<file path="src/cfhp_pkg.sv">
`timescale 1ns / 1ps
`default_nettype none
package cfhp_pkg;

   localparam int HEADER_BYTES = 16;
   localparam int COUNT_BITS   = 24;
   localparam int MAGIC_END    = 4;
   localparam int VERSION_END  = 6;
   localparam int TYPE_END     = 8;
   localparam int REQUEST_END  = 12;
   localparam int LEN_BITS     = 32;
   localparam int SUM_BITS     = LEN_BITS + 1;
   localparam int TYPE_CODES   = 16;
   localparam int TYPE_SEL_BITS = $clog2(TYPE_CODES);

   localparam logic [COUNT_BITS-1:0] COUNT_MAX   = '1;
   localparam logic [31:0]           FRAME_MAGIC = 32'h5353_4350;

   localparam int CSR_INDEX_BITS = 2;
   localparam int CSR_DATA_BITS  = 24;

   localparam int RSP_DEPTH      = 4;
   localparam int RSP_PTR_BITS   = $clog2(RSP_DEPTH);
   localparam int RSP_COUNT_BITS = RSP_PTR_BITS + 1;

   typedef enum logic [CSR_INDEX_BITS-1:0] {
      CSR_EXPECTED_VERSION = 2'd0,
      CSR_MAX_PAYLOAD      = 2'd1,
      CSR_KNOWN_TYPE_MASK  = 2'd2
   } csr_index_type;

   typedef enum logic [2:0] {
      ST_OK        = 3'd0,
      ST_TRUNCATED = 3'd1,
      ST_MAGIC     = 3'd2,
      ST_VERSION   = 3'd3,
      ST_TYPE      = 3'd4,
      ST_TOO_LARGE = 3'd5,
      ST_MISMATCH  = 3'd6
   } status_type;

   typedef struct packed {
      logic [15:0] expected_version;
      logic [23:0] max_payload;
      logic [15:0] known_type_mask;
   } cfg_type;

   typedef struct packed {
      logic        is_verdict;
      logic [7:0]  payload_byte;
      status_type  status;
      logic [15:0] msg_type;
      logic [31:0] msg_id;
      logic [31:0] payload_length;
   } rsp_type;

   typedef struct packed {
      logic    push0;
      logic    push1;
      rsp_type data0;
      rsp_type data1;
   } push_type;

endpackage
`default_nettype wire

</file>
<file path="src/cfhp_if.sv">
`timescale 1ns / 1ps
`default_nettype none
interface cfhp_req_if;
   logic       valid;
   logic       ready;
   logic [7:0] frame_byte;
   logic       frame_end;

   modport source (output valid, output frame_byte, output frame_end, input ready);
   modport sink (input valid, input frame_byte, input frame_end, output ready);
endinterface

interface cfhp_rsp_if;
   logic        valid;
   logic        ready;
   logic        is_verdict;
   logic [7:0]  payload_byte;
   logic [2:0]  status;
   logic [15:0] msg_type;
   logic [31:0] msg_id;
   logic [31:0] payload_length;

   modport source (output valid, output is_verdict, output payload_byte, output status,
                   output msg_type, output msg_id, output payload_length, input ready);
   modport sink (input valid, input is_verdict, input payload_byte, input status,
                 input msg_type, input msg_id, input payload_length, output ready);
endinterface
`default_nettype wire

</file>
<file path="src/cfhp_regs.sv">
`timescale 1ns / 1ps
`default_nettype none
module cfhp_regs (
   input  wire logic                               clock,
   input  wire logic                               reset,
   input  wire logic                               csr_wr_en,
   input  wire logic [cfhp_pkg::CSR_INDEX_BITS-1:0] csr_index,
   input  wire logic [cfhp_pkg::CSR_DATA_BITS-1:0]  csr_wdata,
   output cfhp_pkg::cfg_type                        cfg
);
   import cfhp_pkg::*;

   cfg_type cfg_ff;
   cfg_type cfg_in;

   always_comb begin
      cfg_in = cfg_ff;
      if (csr_wr_en) begin
         unique case (csr_index_type'(csr_index))
            CSR_EXPECTED_VERSION: cfg_in.expected_version = csr_wdata[15:0];
            CSR_MAX_PAYLOAD:      cfg_in.max_payload      = csr_wdata[23:0];
            CSR_KNOWN_TYPE_MASK:  cfg_in.known_type_mask  = csr_wdata[15:0];
            default:              cfg_in = cfg_ff;
         endcase
      end
   end

   always_ff @(posedge clock) begin
      if (reset) begin
         cfg_ff.expected_version <= 16'd1;
         cfg_ff.max_payload      <= 24'd65536;
         cfg_ff.known_type_mask  <= 16'd16383;
      end else begin
         cfg_ff <= cfg_in;
      end
   end

   assign cfg = cfg_ff;
endmodule
`default_nettype wire

</file>
<file path="src/cfhp_parser.sv">
`timescale 1ns / 1ps
`default_nettype none
module cfhp_parser (
   input  wire logic         clock,
   input  wire logic         reset,
   input  wire cfhp_pkg::cfg_type cfg,
   cfhp_req_if.sink          req_if,
   input  wire logic         room,
   output cfhp_pkg::push_type push
);
   import cfhp_pkg::*;

   logic                  in_valid_ff, in_valid_in;
   logic [7:0]            byte_ff, byte_in;
   logic                  end_ff, end_in;
   logic [COUNT_BITS-1:0] count_ff, count_in;
   logic [31:0]           magic_ff, magic_in;
   logic [15:0]           version_ff, version_in;
   logic [15:0]           type_ff, type_in;
   logic [31:0]           request_ff, request_in;
   logic [31:0]           length_ff, length_in;

   logic                  consume;
   logic                  is_header;
   logic [COUNT_BITS-1:0] count_sat;
   logic [15:0]           type_nx;
   logic [31:0]           magic_nx, request_nx, length_nx;
   logic [15:0]           version_nx;
   status_type            status;
   rsp_type               payload_rsp, verdict_rsp;

   assign consume       = in_valid_ff && room;
   assign req_if.ready  = !in_valid_ff || consume;

   always_comb begin
      in_valid_in = in_valid_ff;
      byte_in     = byte_ff;
      end_in      = end_ff;
      if (req_if.ready) begin
         in_valid_in = req_if.valid;
         byte_in     = req_if.frame_byte;
         end_in      = req_if.frame_end;
      end
   end

   assign is_header = count_ff < COUNT_BITS'(HEADER_BYTES);
   assign count_sat = (count_ff == COUNT_MAX) ? count_ff : count_ff + COUNT_BITS'(1);

   always_comb begin
      magic_nx   = magic_ff;
      version_nx = version_ff;
      type_nx    = type_ff;
      request_nx = request_ff;
      length_nx  = length_ff;
      if (is_header) begin
         if (count_ff < COUNT_BITS'(MAGIC_END)) begin
            magic_nx = {magic_ff[23:0], byte_ff};
         end else if (count_ff < COUNT_BITS'(VERSION_END)) begin
            version_nx = {version_ff[7:0], byte_ff};
         end else if (count_ff < COUNT_BITS'(TYPE_END)) begin
            type_nx = {type_ff[7:0], byte_ff};
         end else if (count_ff < COUNT_BITS'(REQUEST_END)) begin
            request_nx = {request_ff[23:0], byte_ff};
         end else begin
            length_nx = {length_ff[23:0], byte_ff};
         end
      end
   end

   always_comb begin
      if (count_sat < COUNT_BITS'(HEADER_BYTES)) begin
         status = ST_TRUNCATED;
      end else if (magic_nx != FRAME_MAGIC) begin
         status = ST_MAGIC;
      end else if (version_nx != cfg.expected_version) begin
         status = ST_VERSION;
      end else if ((type_nx[15:TYPE_SEL_BITS] != '0)
                   || !cfg.known_type_mask[type_nx[TYPE_SEL_BITS-1:0]]) begin
         status = ST_TYPE;
      end else if (length_nx > LEN_BITS'(cfg.max_payload)) begin
         status = ST_TOO_LARGE;
      end else if ((count_sat == COUNT_MAX)
                   || (SUM_BITS'(count_sat)
                       != SUM_BITS'(length_nx) + SUM_BITS'(HEADER_BYTES))) begin
         status = ST_MISMATCH;
      end else begin
         status = ST_OK;
      end
   end

   always_comb begin
      payload_rsp              = '0;
      payload_rsp.is_verdict   = 1'b0;
      payload_rsp.payload_byte = byte_ff;
      payload_rsp.status       = ST_OK;

      verdict_rsp                = '0;
      verdict_rsp.is_verdict     = 1'b1;
      verdict_rsp.status         = status;
      verdict_rsp.msg_type       = type_nx;
      verdict_rsp.msg_id         = request_nx;
      verdict_rsp.payload_length = length_nx;

      push       = '0;
      push.data0 = verdict_rsp;
      push.data1 = verdict_rsp;
      if (consume) begin
         if (!is_header) begin
            push.push0 = 1'b1;
            push.data0 = payload_rsp;
            push.push1 = end_ff;
         end else begin
            push.push0 = end_ff;
         end
      end
   end

   always_comb begin
      count_in   = count_ff;
      magic_in   = magic_ff;
      version_in = version_ff;
      type_in    = type_ff;
      request_in = request_ff;
      length_in  = length_ff;
      if (consume) begin
         if (end_ff) begin
            count_in   = '0;
            magic_in   = '0;
            version_in = '0;
            type_in    = '0;
            request_in = '0;
            length_in  = '0;
         end else begin
            count_in   = count_sat;
            magic_in   = magic_nx;
            version_in = version_nx;
            type_in    = type_nx;
            request_in = request_nx;
            length_in  = length_nx;
         end
      end
   end

   always_ff @(posedge clock) begin
      if (reset) begin
         in_valid_ff <= 1'b0;
         count_ff    <= '0;
         magic_ff    <= '0;
         version_ff  <= '0;
         type_ff     <= '0;
         request_ff  <= '0;
         length_ff   <= '0;
      end else begin
         in_valid_ff <= in_valid_in;
         count_ff    <= count_in;
         magic_ff    <= magic_in;
         version_ff  <= version_in;
         type_ff     <= type_in;
         request_ff  <= request_in;
         length_ff   <= length_in;
      end
      byte_ff <= byte_in;
      end_ff  <= end_in;
   end
endmodule
`default_nettype wire

</file>
<file path="src/cfhp_out_fifo.sv">
`timescale 1ns / 1ps
`default_nettype none
module cfhp_out_fifo (
   input  wire logic          clock,
   input  wire logic          reset,
   input  wire cfhp_pkg::push_type push,
   output logic               room,
   cfhp_rsp_if.source         rsp_if
);
   import cfhp_pkg::*;

   rsp_type                   mem_ff [RSP_DEPTH];
   logic [RSP_PTR_BITS-1:0]   wr_ptr_ff, wr_ptr_in;
   logic [RSP_PTR_BITS-1:0]   rd_ptr_ff, rd_ptr_in;
   logic [RSP_COUNT_BITS-1:0] count_ff, count_in;
   logic [RSP_PTR_BITS-1:0]   wr_next;
   logic [RSP_COUNT_BITS-1:0] n_push;
   logic                      pop;
   rsp_type                   head;

   assign room    = count_ff <= RSP_COUNT_BITS'(RSP_DEPTH - 2);
   assign pop     = rsp_if.valid && rsp_if.ready;
   assign wr_next = wr_ptr_ff + RSP_PTR_BITS'(1);
   assign n_push  = RSP_COUNT_BITS'(push.push0) + RSP_COUNT_BITS'(push.push1);

   assign wr_ptr_in = wr_ptr_ff + n_push[RSP_PTR_BITS-1:0];
   assign rd_ptr_in = rd_ptr_ff + RSP_PTR_BITS'(pop);
   assign count_in  = count_ff + n_push - RSP_COUNT_BITS'(pop);

   always_ff @(posedge clock) begin
      if (reset) begin
         wr_ptr_ff <= '0;
         rd_ptr_ff <= '0;
         count_ff  <= '0;
      end else begin
         wr_ptr_ff <= wr_ptr_in;
         rd_ptr_ff <= rd_ptr_in;
         count_ff  <= count_in;
      end
   end

   always_ff @(posedge clock) begin
      if (push.push0) begin
         mem_ff[wr_ptr_ff] <= push.data0;
      end
      if (push.push1) begin
         mem_ff[wr_next] <= push.data1;
      end
   end

   assign head                  = mem_ff[rd_ptr_ff];
   assign rsp_if.valid          = count_ff != '0;
   assign rsp_if.is_verdict     = head.is_verdict;
   assign rsp_if.payload_byte   = head.payload_byte;
   assign rsp_if.status         = head.status;
   assign rsp_if.msg_type       = head.msg_type;
   assign rsp_if.msg_id         = head.msg_id;
   assign rsp_if.payload_length = head.payload_length;
endmodule
`default_nettype wire

</file>
<file path="src/control_frame_header_parser.sv">
`timescale 1ns / 1ps
`default_nettype none
// Parses a control frame fed one byte per transfer, final byte flagged. The first
// sixteen bytes form a big-endian header (magic, version, type, request id, length);
// each later byte leaves at once as a payload result, and the final byte adds a
// verdict carrying the status and header fields. A byte is taken every cycle while
// the result queue has room; a byte passes the input register and the parse logic
// into a four-entry result queue before its results leave. A final payload byte
// yields two results while the result port drains at most one per cycle, so the
// queue gains an entry; a second such byte arriving before a cycle without a result
// has let the queue catch up holds off the input until an entry drains.
module control_frame_header_parser (
   input  wire logic                               clock,
   input  wire logic                               reset,
   input  wire logic                               csr_wr_en,
   input  wire logic [cfhp_pkg::CSR_INDEX_BITS-1:0] csr_index,
   input  wire logic [cfhp_pkg::CSR_DATA_BITS-1:0]  csr_wdata,
   cfhp_req_if.sink                                req_if,
   cfhp_rsp_if.source                              rsp_if
);
   import cfhp_pkg::*;

   cfg_type  cfg;
   push_type push;
   logic     room;

   cfhp_regs u_regs (
      .clock     (clock),
      .reset     (reset),
      .csr_wr_en (csr_wr_en),
      .csr_index (csr_index),
      .csr_wdata (csr_wdata),
      .cfg       (cfg)
   );

   cfhp_parser u_parser (
      .clock  (clock),
      .reset  (reset),
      .cfg    (cfg),
      .req_if (req_if),
      .room   (room),
      .push   (push)
   );

   cfhp_out_fifo u_out_fifo (
      .clock  (clock),
      .reset  (reset),
      .push   (push),
      .room   (room),
      .rsp_if (rsp_if)
   );
endmodule
`default_nettype wire
</file>
<file path="src/flat_wrapper.sv">
// flat-port wrapper written by rule: the top's interface ports become plain ports
module control_frame_header_parser_flat import cfhp_pkg::*;
  (clock, reset, csr_wr_en, csr_index, csr_wdata, req_if_valid, req_if_frame_byte, req_if_frame_end, req_if_ready, rsp_if_valid, rsp_if_is_verdict, rsp_if_payload_byte, rsp_if_status, rsp_if_msg_type, rsp_if_msg_id, rsp_if_payload_length, rsp_if_ready);
  cfhp_req_if req_if_i ();
  cfhp_rsp_if rsp_if_i ();
  input  wire logic clock;
  input  wire logic reset;
  input  wire logic csr_wr_en;
  input  wire logic [cfhp_pkg::CSR_INDEX_BITS-1:0] csr_index;
  input  wire logic [cfhp_pkg::CSR_DATA_BITS-1:0] csr_wdata;
  input wire logic [$bits(req_if_i.valid)-1:0] req_if_valid;
  input wire logic [$bits(req_if_i.frame_byte)-1:0] req_if_frame_byte;
  input wire logic [$bits(req_if_i.frame_end)-1:0] req_if_frame_end;
  output wire logic [$bits(req_if_i.ready)-1:0] req_if_ready;
  output wire logic [$bits(rsp_if_i.valid)-1:0] rsp_if_valid;
  output wire logic [$bits(rsp_if_i.is_verdict)-1:0] rsp_if_is_verdict;
  output wire logic [$bits(rsp_if_i.payload_byte)-1:0] rsp_if_payload_byte;
  output wire logic [$bits(rsp_if_i.status)-1:0] rsp_if_status;
  output wire logic [$bits(rsp_if_i.msg_type)-1:0] rsp_if_msg_type;
  output wire logic [$bits(rsp_if_i.msg_id)-1:0] rsp_if_msg_id;
  output wire logic [$bits(rsp_if_i.payload_length)-1:0] rsp_if_payload_length;
  input wire logic [$bits(rsp_if_i.ready)-1:0] rsp_if_ready;
  assign req_if_i.valid = req_if_valid;
  assign req_if_i.frame_byte = req_if_frame_byte;
  assign req_if_i.frame_end = req_if_frame_end;
  assign req_if_ready = req_if_i.ready;
  assign rsp_if_valid = rsp_if_i.valid;
  assign rsp_if_is_verdict = rsp_if_i.is_verdict;
  assign rsp_if_payload_byte = rsp_if_i.payload_byte;
  assign rsp_if_status = rsp_if_i.status;
  assign rsp_if_msg_type = rsp_if_i.msg_type;
  assign rsp_if_msg_id = rsp_if_i.msg_id;
  assign rsp_if_payload_length = rsp_if_i.payload_length;
  assign rsp_if_i.ready = rsp_if_ready;
  control_frame_header_parser u_core (.clock(clock), .reset(reset), .csr_wr_en(csr_wr_en), .csr_index(csr_index), .csr_wdata(csr_wdata), .req_if(req_if_i), .rsp_if(rsp_if_i));
endmodule
</file>
<file path="config.mk">
export PLATFORM = sky130hd
export DESIGN_NAME = control_frame_header_parser_flat
export DESIGN_NICKNAME = d
export VERILOG_FILES = /design/src/cfhp_pkg.sv /design/src/cfhp_if.sv /design/src/cfhp_regs.sv /design/src/cfhp_parser.sv /design/src/cfhp_out_fifo.sv /design/src/control_frame_header_parser.sv /design/src/flat_wrapper.sv
export SDC_FILE = /design/constraint.sdc
export NUM_CORES = 1
export LEC_CHECK = 0
export ABC_AREA = 1
export BUFFER_PORTS_ARGS = -buffer_cell sky130_fd_sc_hd__buf_2
export CORE_UTILIZATION = 59
export DETAILED_ROUTE_END_ITERATION = 7
export HOLD_SLACK_MARGIN = 0.05
export PLACE_DENSITY = 0.77
export REMOVE_ABC_BUFFERS = 1
export SLEW_MARGIN = 10
export SYNTH_ARGS = -nofsm -noshare
export SYNTH_HDL_FRONTEND = slang
export SYNTH_SLANG_ARGS = --single-unit
export TNS_END_PERCENT = 100
</file>
<file path="constraint.sdc">
create_clock -name clock -period 11.9 [get_ports clock]
set_input_delay 1.785 -clock clock [delete_from_list [all_inputs] [get_ports clock]]
set_output_delay 1.785 -clock clock [all_outputs]
set_load 0.01 [all_outputs]
</file>
==> results.yml, run 1 <==
power_and_ir_drop:
  clkPwrFrac: 0.362
  switching_power_mw: 1.558
  internal_power_mw: 3.581
  sw_frac_of_total: 0.3031
  finalPower_mw: 5.138
  powerDensity_nw_per_um2: 164.1
  ir_drop_v: 0.0001248
  p_leak_nw: 11.33
  combPwrFrac: 0.196
  p_seq_frac: 0.442
status:
  status: "completed"
timing:
  post-route-min-period_ns: 5.214
  tightest_slew_ns: 1.201
  finClkSkew_ns: 0.03165
  fmax_mhz: 191.8
  rsz0062_at_grt: "false"
  maxSlewHeadroom: 0.1969
  holdWs_ns: 0.4528
  finalHoldViolations: 0
  final-max-slew-violation-count: 0
  setup_violations: 0
  tns_ns: 0
  fin_crit_sh: 0.4381
detailed_routing:
  drc: 0
  vias: 24520
  drt_wl_total_mm: 81.88
  wire_per_inst_um: 19.57
  vias_per_cell: 5.861
  drtIter0Drc: 2534
  ant_nets: 0
  dr.pass1.iters: 8
cts:
  numCtsBuffers: 58
  clk_latency_ns: 0.64
  post_cts_buffers: 0
  cts.sinks: 593
  cts_hold_buf: 0
  h-tree-depth: 2
  clk_pin_slew_worst_paths_ns: 0.06
  cts_tree: "built"
  ctsResizeCount: 0
  ctsLongestPathBuffers: 3
  cts-root-buf: "clkbuf_16"
final_layout:
  drive_gt1_frac: 0.09818
  final_cell_count_no_fill: 4183
  nets: 3589
  syn_to_final_growth_pct: 10.14
  fillers: 3984
  final_cell_area_um2: 31300
setup_path:
  crit_type: "reg -> out"
  crit_buf_inv: 3
  crit_required_ns: 10.12
  crit_arrival_ns: 3.43
  cp-end-kind: "output port"
  path_max_fanout: 110
  crit_family: "buffers and inverters"
  cp-start-kind: "register"
  cp_slowest_cell: "buf_4"
  slowest_delay_ns: 0.95
  crit_chain: "inv_4 -> buf_4 -> o21ai_0 -> o22ai_1 -> buf_2"
yosys:
  avgSynthCellArea_um2: 8.148
  synth_xor_area_frac: 0.01189
  synth_fa_ha_area_frac: 0.01479
  synth_top_cell_area_share: 0.3603
  synth_top_cell_by_area: "edfxtp_1"
  synth.distinct_cells: 47
  synthFlopType: "edfxtp_1"
  yosys-top-cells-area: "edfxtp_1 36%, dfxtp_1 18%, nor2_1 9.4%"
  ys_async_sr_fraction: 0
  syn-instance-count: 3488
  synth-seq-area-share: 0.5378
  synth_compound_gate_area_share: 0.1313
  synth-simple-area-share: 0.2295
  syn_area_um2: 28420
  ys_seq_elements: 593
  synth_edf_count: 341
  synthMuxAreaShare: 0.001453
  yosys_warnings: 0
  synth_top_family_by_area: "simple AND/OR/NAND/NOR gates"
grt:
  grt_max_degree: 111
  grt_overflow_total: 0
  grt_pass1_wl_mm: 126.3
  grt_util_all_layers: 0.3283
  antenna_found_initial: 1
  grt_pass1_vias: 23240
placement:
  dp_hpwl_mm: 51.64
  dp_cells: 4071
  place_congestion: 0.9019
  dpl_cell_area_um2: 29350
  port_buffers: 133
run:
  maxCapViolCount: 0
floorplan:
  initial_core_util: 0.5965
  rows: 80
  die_y_um: 221.5
  die_area_um2: 49050
  coreArea_um2: 47650
  io_pins: 134
  die_x_um: 221.5
worst_hold_path:
  hold_path_class: "reg -> reg"
power by group through the flow:
stage | clock network, mW | logic, mW | registers [mW]
finish | 1.86 | 1.01 | 2.27
CTS | 1.87 | 0.998 | 2.27
floorplan | 0 | 0.529 | 2.35
detailed placement | 0 | 0.993 | 2.31
global route | 1.95 | 1.09 | 2.28
global placement | 0 | 0.972 | 2.31
worst register-to-register path: cells and delay by family, from the launching register on:
kind | cells | cell delay, ns
simple gates | 10 | 1.27
buf+inv | 3 | 0.81
flops | 1 | 0.51
fa+ha+maj | 1 | 0.34
compound gates | 6 | 1.43
worst paths after layout:
check | slack, ns | endpoint | startpoint | depth (start not counted)
worst max-delay path | 6.69 | rsp_if_payload_length[8] | u_core.u_out_fifo.rd_ptr_ff[0]$_SDFF_PP0_ | 5
worst min-delay path | 0.45 | u_core.u_out_fifo.mem_ff[2][91]$_SDFFE_PP1P_ | u_core.u_out_fifo.mem_ff[2][91]$_SDFFE_PP1P_ | 2
worst max register to register | 7.26 | u_core.u_out_fifo.mem_ff[2][82]$_DFFE_PP_ | u_core.u_parser.count_ff[2]$_SDFFE_PP0P_ | 20
worst min register to register | 0.45 | u_core.u_out_fifo.mem_ff[2][91]$_SDFFE_PP1P_ | u_core.u_out_fifo.mem_ff[2][91]$_SDFFE_PP1P_ | 2
cell type report:
type,count,area [um^2],share of cell area
Inverter,331,1245,0.03977
Clock inverter,17,147.6,0.004717
Timing Repair Buffer,162,885.9,0.02830
Multi-Input combinational cell,2370,11160,0.3566
Antenna cell,3,7.507,0.0002398
Sequential cell,593,15290,0.4884
Clock buffer,92,1794,0.05732
Tap cell,615,769.5,0.02458
state kept, by name (all words and copies together), names as in the netlist, 3 cells and up:
register	count
u_core.u_out_fifo.count_ff	3
u_core.u_out_fifo.mem_ff	368
u_core.u_parser.byte_ff	8
u_core.u_parser.count_ff	24
u_core.u_parser.length_ff	32
u_core.u_parser.magic_ff	32
u_core.u_parser.request_ff	32
u_core.u_parser.type_ff	16
u_core.u_parser.version_ff	16
u_core.u_regs.cfg	56
cells by family after synthesis:
group | Yosys count
AND/OR/NAND/NOR | 1604
XOR/XNOR | 37
buffers and inverters | 525
flip-flops | 593
AO/OA/AOI/OAI | 692
adder cells (fa/ha/maj) | 33
multiplexers | 4
stage by stage:
step | utilization | worst slack, ns
floorplan | - | 2.652
global placement | 0.6161 | 7.381
detailed placement | 0.6161 | 7.372
CTS | 0.6568 | 6.775
global route | 0.6568 | 6.519
finish | 0.6570 | 6.686
metal layers:
layer	part of all wire	vias to the layer above	track usage
li1	-	11580	-
met1	0.40	11590	0.4276
met2	0.48	1161	0.5480
met3	0.082	188	0.05112
met4	0.038	0	0.1373
met5	0	-	0
cell usage after synthesis (15+ instances only):
| cell | instances |
|---|---|
| a21oi_1 | 205 |
| buf_2 | 38 |
| clkbuf_1 | 140 |
| dfxtp_1 | 252 |
| edfxtp_1 | 341 |
| ha_1 | 32 |
| inv_1 | 312 |
| nand2_1 | 669 |
| nand2_2 | 16 |
| nand3_1 | 104 |
| nand4_1 | 39 |
| nor2_1 | 708 |
| nor3_1 | 17 |
| o21ai_0 | 311 |
| o22ai_1 | 138 |
| or2_2 | 15 |
| xnor2_1 | 15 |
| xor2_1 | 21 |
cell usage in the layout, fill, tap and decap left out, types with 16 or more instances in the layout:
master and n:
nor2_1 707, nand2_1 668, edfxtp_1 341, o21ai_0 311, inv_1 310, dfxtp_1 250, a21oi_1 201, o22ai_1 138
buf_2 132, nand3_1 103, clkbuf_16 61, nand4_1 39, ha_1 32, buf_4 30, xor2_1 21, nor3_1 17
nand2_2 16
Note: power is estimated with default switching activity, not from simulation.
==> inputs of run 2 (changes only) <==
- clock period: 11.9 -> 5.2 ns (I/O delays scaled with it)
==> run 2 against run 1 <==
Compared with the run above: hold slack worse by 0.14 ns; largest cell class unchanged; sequential share of layout area is 0.47 points lower; first-iteration DRC count is 2.2% higher; combinational power is 130% higher; core utilization is 0.64 points higher.
==> results.yml, run 2 (same netlist as run 1, synthesis figures left out) <==
status:
  status: "completed"
floorplan:
  die_x_um: 221.5
  rows: 80
  die_y_um: 221.5
  io_pins: 134
  initial_core_util: 0.5965
  coreArea_um2: 47650
  die_area_um2: 49050
setup_path:
  crit_arrival_ns: 5.04
  cp-start-kind: "register"
  rr_worst_depth: 18
  cp-end-kind: "register"
  crit_type: "reg -> reg"
  crit_required_ns: 5.55
  path_max_fanout: 31
final_layout:
  diodes: 0
  fillers: 3921
  regMostFlops: "u_core.u_out_fifo.mem_ff"
  drive_gt1_frac: 0.1032
  final_cell_area_um2: 31610
  nets: 3608
  final_cell_count_no_fill: 4202
  syn_to_final_growth_pct: 11.22
  largest_register_ffs: 368
  final_common_cell: "nor2_1"
  final_cell_mix: "707 x nor2_1, 668 x nand2_1, 341 x edfxtp_1, 311 x o21ai_0, 310 x inv_1"
  utilization: 0.6634
grt:
  grt_pass1_vias: 23280
  antenna_found_initial: 1
  grt_pass1_wl_mm: 128.0
  grt_max_degree: 91
  grt_overflow_total: 0
  grt_util_all_layers: 0.3329
cts:
  cts.sinks: 593
  h-tree-depth: 2
  cts-root-buf: "clkbuf_16"
  ctsResizeCount: 0
  cts_tree: "built"
  cts_hold_buf: 0
  clk_pin_slew_worst_paths_ns: 0.07
  numCtsBuffers: 60
  post_cts_buffers: 0
  ctsLongestPathBuffers: 3
  clk_latency_ns: 0.63
power_and_ir_drop:
  ir_drop_v: 0.0002849
  powerDensity_nw_per_um2: 381.1
  p_leak_nw: 11.47
placement:
  dp_cells: 4088
  place_congestion: 0.9489
  dpl_cell_area_um2: 29570
  dp_hpwl_mm: 53.11
  port_buffers: 133
timing:
  finClkSkew_ns: 0.01763
  tightest_slew_ns: 1.173
  finalHoldViolations: 0
  fmax_mhz: 213.3
  holdWs_ns: 0.3164
  fin_crit_sh: 0.9018
  rsz0062_at_grt: "false"
  final-max-slew-violation-count: 0
  maxSlewHeadroom: 0.2183
  tns_ns: 0
  post-route-min-period_ns: 4.689
  setup_violations: 0
run:
  maxCapViolCount: 0
detailed_routing:
  vias: 24650
  vias_per_cell: 5.866
  drtIter0Drc: 2590
  ant_nets: 0
  wire_per_inst_um: 19.67
  drt_wl_total_mm: 82.66
  dr.pass1.iters: 6
  drc: 0
worst_hold_path:
  hold_depth: 1
  hold_path_class: "in -> reg"
==> run 2: cell types whose count changed in the layout (fill, tap and decap cells not counted), moves of 7 or more <==
cell       change
clkbuf_8      -13
buf_4         +10
clkinv_1       +8
buf_12         +7
bufinv_16      +7
clkinv_2       +7
==> run 2: path summary, 6_finish.rpt <==
path	slack (ns)	end	startpoint
max	0.51	u_core.u_out_fifo.mem_ff[3][82]$_DFFE_PP_	u_core.u_parser.count_ff[2]$_SDFFE_PP0P_
min	0.32	u_core.u_parser.byte_ff[5]$_DFFE_PP_	req_if_frame_byte[5]
max reg2reg	0.51	u_core.u_out_fifo.mem_ff[3][82]$_DFFE_PP_	u_core.u_parser.count_ff[2]$_SDFFE_PP0P_
min reg2reg	0.45	u_core.u_out_fifo.mem_ff[1][91]$_SDFFE_PP1P_	u_core.u_out_fifo.mem_ff[1][91]$_SDFFE_PP1P_
==> run 2: power breakdown <==
part,leakage (nW),internal (mW),switching (mW)
registers,4.96,5.09,0.166
clock network,0.990,2.60,1.86
logic,5.52,0.695,1.63
total,11.5,8.39,3.66
==> run 2: area by class of cell <==
| class | count | area, um^2 | share of cell area |
|---|---|---|---|
| well taps | 615 | 769.5 | 0.02434 |
| flip-flops and latches | 593 | 15290 | 0.4837 |
| clock buffers | 73 | 1613 | 0.05102 |
| clock inverters | 41 | 427.9 | 0.01354 |
| inverters | 331 | 1245 | 0.03939 |
| repair buffers | 179 | 1101 | 0.03483 |
| multi-input cells | 2370 | 11160 | 0.3532 |
==> run 2: metrics by stage <==
stage                     setup slack [ns]  power, mW
after floorplan                     -3.160      6.580
after global placement              0.5661      7.577
after detailed placement            0.5768      7.642
after CTS                           0.5511      12.05
after global routing                0.1733      12.45
final                               0.5107      12.05
==> run 2: layer usage <==
metal | global-route usage | up-vias | share of wire
met3 | 0.04847 | 160 | 0.089
li1 | - | 11620 | -
met2 | 0.5580 | 1199 | 0.47
met1 | 0.4481 | 11670 | 0.41
met4 | 0.1028 | 0 | 0.028
met5 | 0 | - | 0
==> run 2: critical path: stages (launching register included) <==
cell	delay (ns)
dfxtp_1	0.50
nand2_1	0.16
inv_2	0.27
nand4_4	0.52
buf_4	0.41
o21ai_2	0.33
inv_1	0.15
ha_1	0.34
nand2_1	0.08
nor2_1	0.04
a2111oi_0	0.56
buf_4	0.23
nand2_1	0.05
o21ai_0	0.13
nand2_1	0.12
nor2_1	0.20
nand4_1	0.12
nand3_1	0.14
nor2_1	0.06
